--- config.mk ---
export PLATFORM = sky130hd
export DESIGN_NAME = base64_stream_encoder
export DESIGN_NICKNAME = d
export VERILOG_FILES = /design/src/hw/rtl/b64_pkg.sv /design/src/hw/rtl/b64_front.sv /design/src/hw/rtl/b64_queue.sv /design/src/hw/rtl/b64_back.sv /design/src/hw/rtl/base64_stream_encoder.sv
export SDC_FILE = /design/constraint.sdc
export NUM_CORES = 1
export LEC_CHECK = 0
export ABC_AREA = 0
export BUFFER_PORTS_ARGS = -buffer_cell sky130_fd_sc_hd__buf_2
export CAP_MARGIN = 20
export CORE_UTILIZATION = 65
export CTS_CLUSTER_DIAMETER = 80
export DETAILED_ROUTE_END_ITERATION = 8
export PLACE_DENSITY = 0.82
export SYNTH_ARGS = -nofsm -noshare
export SYNTH_HDL_FRONTEND = slang
export SYNTH_HIERARCHICAL = 1
export SYNTH_SLANG_ARGS = --single-unit
--- constraint.sdc ---
create_clock -name clock -period 6.1 [get_ports clock]
set_input_delay 1.525 -clock clock [delete_from_list [all_inputs] [get_ports clock]]
set_output_delay 1.525 -clock clock [all_outputs]
set_load 0.02 [all_outputs]
--- src/hw/rtl/b64_pkg.sv ---
`default_nettype none

package b64_pkg;

   localparam int QUEUE_DEPTH_DEFAULT = 2;
   localparam int SLOT_COUNT          = 4;
   localparam int SLOT_IDX_W          = $clog2(SLOT_COUNT);

   localparam logic [6:0] PAD_CHAR = 7'h3D;

   typedef struct packed {
      logic [7:0] data_byte;
      logic       final_byte;
   } req_type;

   typedef struct packed {
      logic [6:0] code_char;
      logic       end_of_code;
   } rsp_type;

   typedef struct packed {
      logic       is_pad;
      logic [5:0] sextet;
   } slot_type;

   // Work for one input byte: characters in slot order, up to last_idx.
   typedef struct packed {
      slot_type [SLOT_COUNT-1:0] slots;
      logic [SLOT_IDX_W-1:0]     last_idx;
      logic                      fin;
   } job_type;

   // Standard alphabet: A-Z, a-z, 0-9, '+', '/'.
   function automatic logic [6:0] to_ascii(input logic [5:0] v);
      logic [6:0] ch;
      if (v < 6'd26) begin
         ch = 7'h41 + {1'b0, v};
      end else if (v < 6'd52) begin
         ch = 7'h61 + {1'b0, v - 6'd26};
      end else if (v < 6'd62) begin
         ch = 7'h30 + {1'b0, v - 6'd52};
      end else if (v == 6'd62) begin
         ch = 7'h2B;
      end else begin
         ch = 7'h2F;
      end
      return ch;
   endfunction

endpackage

`default_nettype wire

--- src/hw/rtl/b64_front.sv ---
`default_nettype none

module b64_front
   import b64_pkg::*;
(
   input  wire logic    clock,
   input  wire logic    reset,
   input  wire logic    req_valid,
   output logic         req_ready,
   input  wire req_type req_data,
   input  wire logic    queue_full,
   output logic         push,
   output job_type      push_job
);

   typedef enum logic [1:0] {
      PH0 = 2'd0,
      PH1 = 2'd1,
      PH2 = 2'd2
   } phase_type;

   phase_type  phase_ff, phase_in;
   logic [3:0] left_ff, left_in;

   logic [7:0] b;
   logic       fin;

   assign b         = req_data.data_byte;
   assign fin       = req_data.final_byte;
   assign req_ready = !queue_full;
   assign push      = req_valid && !queue_full;

   always_comb begin
      push_job     = '0;
      push_job.fin = fin;
      phase_in     = phase_ff;
      left_in      = left_ff;
      unique case (phase_ff)
         PH1: begin
            push_job.slots[0].sextet = {left_ff[1:0], b[7:4]};
            if (fin) begin
               push_job.slots[1].sextet = {b[3:0], 2'b00};
               push_job.slots[2].is_pad = 1'b1;
               push_job.last_idx        = SLOT_IDX_W'(2);
            end
            left_in  = b[3:0];
            phase_in = PH2;
         end
         PH2: begin
            push_job.slots[0].sextet = {left_ff, b[7:6]};
            push_job.slots[1].sextet = b[5:0];
            push_job.last_idx        = SLOT_IDX_W'(1);
            left_in  = 4'd0;
            phase_in = PH0;
         end
         default: begin
            // unused phase code behaves as the start of a group
            push_job.slots[0].sextet = b[7:2];
            if (fin) begin
               push_job.slots[1].sextet = {b[1:0], 4'b0000};
               push_job.slots[2].is_pad = 1'b1;
               push_job.slots[3].is_pad = 1'b1;
               push_job.last_idx        = SLOT_IDX_W'(3);
            end
            left_in  = {2'b00, b[1:0]};
            phase_in = PH1;
         end
      endcase
      if (fin) begin
         left_in  = 4'd0;
         phase_in = PH0;
      end
   end

   always_ff @(posedge clock) begin
      if (reset) begin
         phase_ff <= PH0;
         left_ff  <= 4'd0;
      end else if (push) begin
         phase_ff <= phase_in;
         left_ff  <= left_in;
      end
   end

endmodule

`default_nettype wire

--- src/hw/rtl/b64_queue.sv ---
`default_nettype none

module b64_queue
   import b64_pkg::*;
#(
   parameter int DEPTH = QUEUE_DEPTH_DEFAULT
) (
   input  wire logic    clock,
   input  wire logic    reset,
   input  wire logic    push,
   input  wire job_type push_job,
   output logic         full,
   output logic         head_valid,
   output job_type      head_job,
   input  wire logic    pop
);

   localparam int AW = (DEPTH > 1) ? $clog2(DEPTH) : 1;
   localparam int CW = $clog2(DEPTH + 1);

   job_type       mem_ff [DEPTH];
   logic [AW-1:0] wr_ptr_ff, rd_ptr_ff;
   logic [CW-1:0] count_ff;
   logic          do_pop;

   assign full       = (count_ff == CW'(DEPTH));
   assign head_valid = (count_ff != '0);
   assign head_job   = mem_ff[rd_ptr_ff];
   assign do_pop     = pop && head_valid;

   function automatic logic [AW-1:0] next_ptr(input logic [AW-1:0] p);
      return (p == AW'(DEPTH - 1)) ? '0 : p + 1'b1;
   endfunction

   always_ff @(posedge clock) begin
      if (push) begin
         mem_ff[wr_ptr_ff] <= push_job;
      end
   end

   always_ff @(posedge clock) begin
      if (reset) begin
         wr_ptr_ff <= '0;
         rd_ptr_ff <= '0;
         count_ff  <= '0;
      end else begin
         if (push) begin
            wr_ptr_ff <= next_ptr(wr_ptr_ff);
         end
         if (do_pop) begin
            rd_ptr_ff <= next_ptr(rd_ptr_ff);
         end
         if (push && !do_pop) begin
            count_ff <= count_ff + 1'b1;
         end else if (do_pop && !push) begin
            count_ff <= count_ff - 1'b1;
         end
      end
   end

endmodule

`default_nettype wire

--- src/hw/rtl/b64_back.sv ---
`default_nettype none

module b64_back
   import b64_pkg::*;
(
   input  wire logic    clock,
   input  wire logic    reset,
   input  wire logic    head_valid,
   input  wire job_type head_job,
   output logic         pop,
   output logic         rsp_valid,
   input  wire logic    rsp_ready,
   output rsp_type      rsp_data
);

   logic [SLOT_IDX_W-1:0] idx_ff;
   logic                  rsp_valid_ff;
   rsp_type               rsp_data_ff, rsp_data_in;
   slot_type              cur_slot;
   logic                  load;
   logic                  at_last;

   assign load     = head_valid && (!rsp_valid_ff || rsp_ready);
   assign cur_slot = head_job.slots[idx_ff];
   assign at_last  = (idx_ff == head_job.last_idx);
   assign pop      = load && at_last;

   always_comb begin
      rsp_data_in.code_char   = cur_slot.is_pad ? PAD_CHAR : to_ascii(cur_slot.sextet);
      rsp_data_in.end_of_code = head_job.fin && at_last;
   end

   always_ff @(posedge clock) begin
      if (load) begin
         rsp_data_ff <= rsp_data_in;
      end
   end

   always_ff @(posedge clock) begin
      if (reset) begin
         rsp_valid_ff <= 1'b0;
         idx_ff       <= '0;
      end else begin
         if (load) begin
            rsp_valid_ff <= 1'b1;
            idx_ff       <= at_last ? '0 : idx_ff + 1'b1;
         end else if (rsp_ready) begin
            rsp_valid_ff <= 1'b0;
         end
      end
   end

   assign rsp_valid = rsp_valid_ff;
   assign rsp_data  = rsp_data_ff;

endmodule

`default_nettype wire

--- src/hw/rtl/base64_stream_encoder.sv ---
// Base64 (standard alphabet, '=' padding) encoder over a byte stream. A byte
// is taken whenever the internal job queue has room, split into its 6-bit
// groups at once and queued as one job of one to four characters, so new
// bytes are taken while earlier jobs are still being sent. The output side
// sends one character per cycle from the head job while rsp_ready is high; a
// three-byte group yields four characters, and a final byte up to four
// for its tail and padding. A byte's job is registered in the queue, then its
// characters in the output register. A final byte closes the message and the
// next byte starts a new one; end_of_code marks the last character.
`default_nettype none

module base64_stream_encoder
   import b64_pkg::*;
#(
   parameter int QUEUE_DEPTH = QUEUE_DEPTH_DEFAULT
) (
   input  wire logic    clock,
   input  wire logic    reset,
   input  wire logic    req_valid,
   output logic         req_ready,
   input  wire req_type req_data,
   output logic         rsp_valid,
   input  wire logic    rsp_ready,
   output rsp_type      rsp_data
);

   logic    push;
   job_type push_job;
   logic    queue_full;
   logic    head_valid;
   job_type head_job;
   logic    pop;

   b64_front u_front (
      .clock      (clock),
      .reset      (reset),
      .req_valid  (req_valid),
      .req_ready  (req_ready),
      .req_data   (req_data),
      .queue_full (queue_full),
      .push       (push),
      .push_job   (push_job)
   );

   b64_queue #(
      .DEPTH (QUEUE_DEPTH)
   ) u_queue (
      .clock      (clock),
      .reset      (reset),
      .push       (push),
      .push_job   (push_job),
      .full       (queue_full),
      .head_valid (head_valid),
      .head_job   (head_job),
      .pop        (pop)
   );

   b64_back u_back (
      .clock      (clock),
      .reset      (reset),
      .head_valid (head_valid),
      .head_job   (head_job),
      .pop        (pop),
      .rsp_valid  (rsp_valid),
      .rsp_ready  (rsp_ready),
      .rsp_data   (rsp_data)
   );

endmodule

`default_nettype wire

Word level (Yosys, flattened, before mapping)
Memories as Yosys holds them, arrays and structs flattened. A register that Yosys moved wholly into a read port is not among the register bits.
Cells that the tools add are included.
Widths: inputs -> output; s select.

storage, ports and cells
  bits in registers = 21
  RAM bits = 34
  input bits = 13
  output and inout port bits = 10
  logic and storage cells = 75
  memories kept = 1

operators by class
  $add $sub $neg = 10
  $lt $le $gt $ge = 4
  eq/ne operators = 5
  mux-type cells = 30
  reduce and logical (&&, ||, !) cells = 16

memories
  memory          words  width  rd ports  clocked after memory_dff  wr ports  line             text
  u_queue.mem_ff  2      17     1         1                         1         b64_queue.sv:21  job_type mem_ff [DEPTH];

operator list
  operator             number
  $mux 7               4
  $pmux 8 s2           1
  $add 7x6->7 const A  2
  $bmux 7 s2           1
  $lt 6x6->1 const B   2
  $mux 2               6
  $mux 6               2
  $pmux 6 s2           1
  $mux 1               11
  $pmux 4 s2           1
  $add 6x6->7 const A  1
  $logic_and 1x1->1    7
  $eq 6x6->1 const B   1
  $lt 6x5->1 const B   1
  $reduce_bool 2->1    3
  $sub 6x5->6 const B  1
  $sub 6x6->6 const B  1
  $add 2x1->2 const B  2
  $eq 2x2->1 const B   2
  $logic_not 1->1      4
  $mux 4               1
  $pmux 2 s2           1
  $lt 2x3->1 const B   1
  $mux 3               1
  other kinds (6)      7

Logic depth before layout (Yosys ltp)
Gate-level depths: netlist of the first run.

  word-level depth = 8
  depth in mapped cells = 11
  depth with buffers taken out = 10

Cells and area by module
The synthesis of the first run kept the hierarchy.

modules (own cells, without submodules)
  module     times used  cells an instance  area each (um^2)  seq. area each (um^2)
  b64_queue  1           118                2437.3            1961.9
  b64_back   1           116                1182.4            300.3
  b64_front  1           86                 654.4             120.1

Worst setup path before layout of the first run
No wires, ideal clock.

  path type = input to register
  start = input req_valid
  end = memory u_queue/mem_ff[0][0] (netlist name), enable pin
  setup time = 423 ps
  data arrival time = 3137 ps
  data required time = 5677 ps
  slack = 2540 ps
  stages on the path = 3
  path buffers = 0
  path through = nand2b_4 -> inv_2 -> nor2b_1

on the way
  cells in the longest elaborated chain, start to end = 3

ends and longest elaborated chain
  what                          line                         text
  start: declaration            base64_stream_encoder.sv:19  input wire logic req_valid,
  $logic_and 1x1->1             b64_front.sv:31              assign push = req_valid && !queue_full;
  via push                      base64_stream_encoder.sv:27  logic push;
  $mux 1                        b64_queue.sv:36              if (push) begin
  $mux 1 (implied by the code)  b64_queue.sv:37              mem_ff[wr_ptr_ff] <= push_job;
  end: declaration              b64_queue.sv:21

The timed path passes the listed nets, and every way through them passes these cells.

==> results of run 1 <==
## routing by layer
layer | routed length, µm | part of all wire [%] | vias up | GRT usage (%)
met2 | 3495 | 50 | 77 | 35.69
met1 | 2981 | 43 | 1225 | 27.81
met3 | 382 | 5.5 | 13 | 4.672
met5 | 0 | 0 | - | 0
li1 | - | - | 1194 | -
met4 | 144 | 2.1 | 0 | 10.66
## power by group
part / internal (mW) / switching (mW)
Sequential: 0.795 / 0.0622
Clock: 0.198 / 0.183
Combinational: 0.448 / 0.602
Total: 1.44 / 0.848
## metrics by stage
stage / worst slack (ns) / hold slack [ns] / util [%]
after global routing: 2.499 / 0.5124 / 71.76
after global placement: 2.794 / 0.4659 / 68.63
after detailed placement: 2.662 / 0.4755 / 68.63
after floorplan: 2.540 / 0.4441 / -
final: 2.661 / 0.4838 / 71.76
after CTS: 2.647 / 0.4874 / 71.76
## worst max-delay path: cells and delay by family (launching register included)
kind	cells	cell delay, ns
AO/OA/AOI/OAI	3	0.75
XOR/XNOR	1	0.22
adder cells (fa/ha/maj)	1	0.20
buffers and inverters	2	0.54
flip-flops	1	0.31
multiplexers	2	0.91
AND/OR/NAND/NOR	2	0.25
## path summary, 6_finish.rpt
path	startpoint	end	slack, ns	cells after the start
max	flip-flop	u_back/rsp_data[6]	2.66	11
min	u_front/phase_ff[1]	u_front/phase_ff[1]	0.48	2
max reg2reg	flip-flop	u_back/rsp_data[6]	2.66	11
min reg2reg	u_front/phase_ff[1]	u_front/phase_ff[1]	0.48	2
## flip-flops by register name (all words and copies together), names as in the netlist, named ones only
name               cells
u_queue/rd_ptr_ff      1
u_queue/count_ff       2
u_queue/mem_ff        62
u_back/rsp_data        8
u_front/left_ff        4
u_back/idx_ff          2
u_front/phase_ff       2
u_queue/wr_ptr_ff      1
u_back/rsp_valid       1
## cells by family (layout without fill, tap and decap cells)
logic type	count (synthesis)	count (layout)	share of synthesized area [%]
DFF	84	84	55.74
buffers and inverters	41	55	5.825
other	1	14	0.08774
AOI/OAI and AO/OA	53	53	8.343
adders and majority gates	14	14	4.098
muxes	41	41	12.62
xor gates and xnor gates	17	17	4.538
and+or+nand+nor	69	69	8.753
## cells in the final DEF, fill, tap and decap left out, drive strengths merged, types with 2 or more instances in the layout
master,count
and4b,2
nand3,3
dfxtp,14
nand3b,4
xnor2,9
a32oi,2
a22oi,6
mux4,7
and2b,2
and3,2
clkinv,2
xor2,8
a31oi,2
nand2b,5
nor2,14
nor2b,2
a221o,3
mux2,31
inv,14
mux2i,3
clkbuf,14
conb,14
ha,14
a22o,2
buf,25
edfxtp,70
a21oi,16
nand2,22
or2,3
nor3,2
o21ai,13
and2,4
## final cells by class
| cell class | instances | area, µm² | area share [%] |
|---|---|---|---|
| Clock buffer | 14 | 185.2 | 4.064 |
| Sequential cell | 84 | 2382 | 52.28 |
| Timing Repair Buffer | 25 | 132.6 | 2.910 |
| Inverter | 14 | 52.55 | 1.153 |
| Tap cell | 77 | 96.34 | 2.114 |
| Multi-Input combinational cell | 208 | 1694 | 37.18 |
| Clock inverter | 2 | 13.76 | 0.3020 |
==> impl_metrics.py, run 1 <==
metrics = {
    "outcome": {
        "run_status": "complete, no violations",
    },
    "global_routing": {
        "grt_max_degree": 32,
        "grt_util_all_layers_pct": 21.83,
        "gr-total-overflow": 0,
        "grt_pass1_wl_um": 11490,
        "grt_pass1_vias": 2426,
        "antenna_found_initial": 0,
    },
    "yosys": {
        "syn_inst": 320,
        "synth_top_cell_by_area": "edfxtp_1",
        "synth_area_leaders": "edfxtp_1 (49%), mux2_2 (8.2%), dfxtp_1 (6.6%)",
        "synth_cell_types": 57,
        "async_flop_share_pct": 0,
        "synth_area_mm2": 0.004274,
        "synth_area_per_cell_um2": 13.36,
        "synth_edf_count": 70,
        "synth_commonest_cells": "edfxtp_1 (70), mux2_2 (31), nand2_1 (22)",
        "synth.most_common_cell": "edfxtp_1",
        "synth.yosys.warnings": 6,
        "yosys.area.top_type_share_pct": 49.18,
        "ys_seq_area_share_pct": 55.74,
        "synth_seq_cells": 84,
        "ys_dominant_reg_cell": "edfxtp_1",
    },
    "run": {
        "max-cap-violations": 0,
    },
    "clock_tree": {
        "clock_path_buffers": 2,
        "cts_tree": "yes",
        "clkTransAtPathRegs_ns": 0.08,
        "cts.sinks": 84,
        "cts.repair.resized": 0,
        "post-cts-setup-buffers": 0,
        "hold_buffers": 0,
        "htreeDepth": 3,
        "cts_root_buffer": "clkbuf_8",
        "cts-buffers-inserted": 9,
        "clk-insertion-delay-late_ns": 0.35,
    },
    "setup_path": {
        "cp_data_required_time_ns": 6.20,
        "critical-path-max-stage-delay_ns": 0.53,
        "cp.arrival_ns": 3.54,
        "crit_chain": "buf_4, mux2_2, mux4_2, inv_1, ha_1, nand2_1, o221ai_2, xor2_4, and3_1, o21ai_1, a221o_1",
        "endpoint_kind": "flip-flop",
        "cpMaxStageDelayCell": "mux4_2",
        "critPathMaxFanout": 31,
        "cp-start-kind": "flip-flop",
        "crit_type": "reg2reg",
    },
    "finish": {
        "nets": 369,
        "instances_no_fill": 424,
        "fillCellCount": 414,
        "antennaDiodeCount": 0,
        "drive_gt1_share_pct": 25.65,
        "area_growth_syn_to_layout_pct": 6.616,
        "final_area_mm2": 0.004557,
    },
    "hold_path": {
        "min_path_type": "reg2reg",
    },
    "sta": {
        "tightest_slew_ns": 0.7167,
        "setup_tns_ns": 0,
        "fin_crit_sh_pct": 56.38,
        "fin_worst_skew_ns": 0.008473,
        "relSlewSlack_pct": 52.15,
        "final-hold-violation-count": 0,
        "drv_slew": 0,
        "grt_setup_unrepaired": "false",
        "period_needed_ns": 3.439,
        "finalSetupViolCount": 0,
        "fmax_ghz": 0.2908,
    },
    "floorplanning": {
        "start_util_pct": 67.31,
        "ios": 23,
        "die_h_um": 83.09,
        "core-area_mm2": 0.006350,
        "die_area_mm2": 0.006904,
        "rows": 29,
        "die_w_um": 83.09,
    },
    "route": {
        "routed_wirelength_um": 7004,
        "routed_via_density": 5.917,
        "wl_per_cell_um": 16.52,
        "dr.pass1.iters": 4,
        "drtAntennaViolNets": 0,
        "drc": 0,
        "drtIter0Drc": 123,
        "vias": 2509,
    },
    "placed_design": {
        "placed_area_mm2": 0.004358,
        "gp_congestion": 0.8282,
        "numPortBuffers": 22,
        "dp_cells": 408,
        "dp_hpwl_um": 4750,
    },
    "power_and_ir_drop": {
        "power.leakage_nw": 1.674,
        "ir_drop_uv": 397.7,
        "finalPower_mw": 2.289,
        "powerDensity_mw_per_mm2": 502.4,
    },
}
Power figures use the tool's default switching activity.
==> run 2, diff against run 1 <==
CORE_UTILIZATION = 62   (was 65)
PLACE_DENSITY = 0.79   (was 0.82)
clock period = 3.3 ns   (was 6.1 ns; I/O delays follow)
==> impl_metrics.py, run 2 (synthesis results as in run 1) <==
metrics = {
    "floorplanning": {
        "ios": 23,
        "die_h_um": 85.03,
        "start_util_pct": 65.81,
        "die_w_um": 85.03,
        "core-area_mm2": 0.006495,
        "rows": 29,
        "die_area_mm2": 0.007230,
    },
    "clock_tree": {
        "clock_path_buffers": 2,
        "cts_tree": "yes",
        "cts_root_buffer": "clkbuf_8",
        "clk-insertion-delay-late_ns": 0.35,
        "cts-buffers-inserted": 9,
        "hold_buffers": 0,
        "cts.sinks": 84,
        "clkTransAtPathRegs_ns": 0.09,
        "post-cts-setup-buffers": 0,
        "htreeDepth": 3,
    },
    "route": {
        "drtAntennaViolNets": 0,
        "drtIter0Drc": 154,
        "routed_via_density": 5.875,
        "vias": 2538,
        "drc": 0,
        "dr.pass1.iters": 4,
        "wl_per_cell_um": 16.90,
        "routed_wirelength_um": 7300,
    },
    "power_and_ir_drop": {
        "finalPower_mw": 4.370,
        "ir_drop_uv": 623.6,
        "powerDensity_mw_per_mm2": 942.4,
        "power.leakage_nw": 1.709,
    },
    "finish": {
        "layout_common_cells": "edfxtp_1 (70), mux2_2 (31), buf_2 (22), nand2_1 (22), a21oi_1 (15)",
        "final_area_mm2": 0.004637,
        "final_common_cell": "edfxtp_1",
        "drive_gt1_share_pct": 28.45,
        "antennaDiodeCount": 0,
        "largest_register_ffs": 62,
        "top_register": "u_queue/mem_ff",
        "multiInputGateArea_mm2": 0.001713,
        "post-route-util_pct": 71.39,
        "fillCellCount": 420,
        "final-seq-area_mm2": 0.002384,
        "instances_no_fill": 432,
        "nets": 377,
        "area_growth_syn_to_layout_pct": 8.490,
    },
    "sta": {
        "period_needed_ns": 3.054,
        "fin_worst_skew_ns": 0.007239,
        "fmax_ghz": 0.3274,
        "fin_crit_sh_pct": 92.56,
        "final-hold-violation-count": 0,
        "finalSetupViolCount": 0,
        "relSlewSlack_pct": 59.89,
        "drv_slew": 0,
        "tightest_slew_ns": 0.6016,
        "setup_tns_ns": 0,
        "grt_setup_unrepaired": "false",
    },
    "global_routing": {
        "antenna_found_initial": 0,
        "grt_pass1_vias": 2492,
        "grt_pass1_wl_um": 12070,
        "grt_max_degree": 32,
        "gr-total-overflow": 0,
        "grt_util_all_layers_pct": 22.02,
    },
    "placed_design": {
        "dp_cells": 416,
        "placed_area_mm2": 0.004418,
        "gp_congestion": 0.8977,
        "dp_hpwl_um": 5022,
        "numPortBuffers": 22,
    },
    "setup_path": {
        "critical-path-max-stage-delay_ns": 0.51,
        "cpMaxStageDelayCell": "mux4_2",
        "crit_chain": "buf_4, mux2_2, mux4_2, ha_1, nand2b_1, o221ai_4, xor2_4, and3_1, o21ai_1, a221o_1",
        "crit_type": "reg2reg",
        "cp-start-kind": "flip-flop",
        "cp.arrival_ns": 3.16,
        "endpoint_kind": "flip-flop",
        "cp_data_required_time_ns": 3.41,
        "r2r_slack_ns": 0.25,
        "critPathMaxFanout": 12,
    },
    "hold_path": {
        "min_path_type": "reg2reg",
    },
    "run": {
        "max-cap-violations": 0,
    },
    "outcome": {
        "run_status": "complete, no violations",
    },
}
-- run 2: changes by cell type in the layout (fill, tap and decap cells not counted), sizes merged --
cell      delta
bufinv       +1
clkbuf       -5
clkinv       -1
buf          +8
clkinvlp     +3
inv          +2
-- run 2: critical path, delay by kind of cell (launching register included) --
family / cells / cell delay, ns
AOI/OAI and AO/OA: 3 / 0.55
adders and majority gates: 1 / 0.24
muxes: 2 / 0.87
xor gates and xnor gates: 1 / 0.20
and+or+nand+nor: 2 / 0.29
buffers and inverters: 1 / 0.24
DFF: 1 / 0.41
-- run 2: cell type report --
class                           instances  area share (%)
Multi-Input combinational cell        208           36.94
Timing Repair Buffer                   33           4.155
Clock buffer                            9           2.671
Tap cell                               77           2.078
Inverter                               14           1.133
Sequential cell                        84           51.40
Clock inverter                          7           1.619
-- run 2: per-layer routing --
| metal | GRT usage (%) | vias up | part of all wire, % | wire (µm) |
|---|---|---|---|---|
| li1 | - | 1220 | - | - |
| met1 | 28.45 | 1247 | 45 | 3314 |
| met4 | 9.707 | 0 | 1.3 | 98 |
| met3 | 3.502 | 13 | 3.2 | 233 |
| met5 | 0 | - | 0 | 0 |
| met2 | 37.02 | 58 | 50 | 3653 |
-- run 2: repair_timing --
| action | 4_1_cts | 5_1_grt |
|---|---|---|
| resized for setup | 0 | 3 |
| setup endpoints to repair | 0 | 2 |
| endpoints found under the hold margin | 0 | 0 |
-- run 2: final timing paths --
check / start / to / cells after the start
min reg2reg: u_front/phase_ff[1] / u_front/phase_ff[1] / 2
max: flip-flop / u_back/rsp_data[6] / 10
max reg2reg: flip-flop / u_back/rsp_data[6] / 10
min: u_front/phase_ff[1] / u_front/phase_ff[1] / 2
-- run 2: power breakdown --
| part | switching, mW | internal [mW] | total (mW) | leakage (nW) |
|---|---|---|---|---|
| Sequential | 0.0951 | 1.47 | 1.57 | 0.772 |
| Combinational | 1.17 | 0.904 | 2.08 | 0.845 |
| Clock | 0.375 | 0.353 | 0.729 | 0.0923 |
| Total | 1.64 | 2.73 | 4.37 | 1.71 |
-- run 2: through the flow --
stage          setup WS [ns]  hold WS, ns
2_1_floorplan         0.2390       0.4441
3_3_place_gp          0.2359       0.4673
3_5_place_dp          0.1682       0.4724
4_1_cts               0.1380       0.4849
5_1_grt              0.06720       0.5129
6_report              0.2455       0.4841
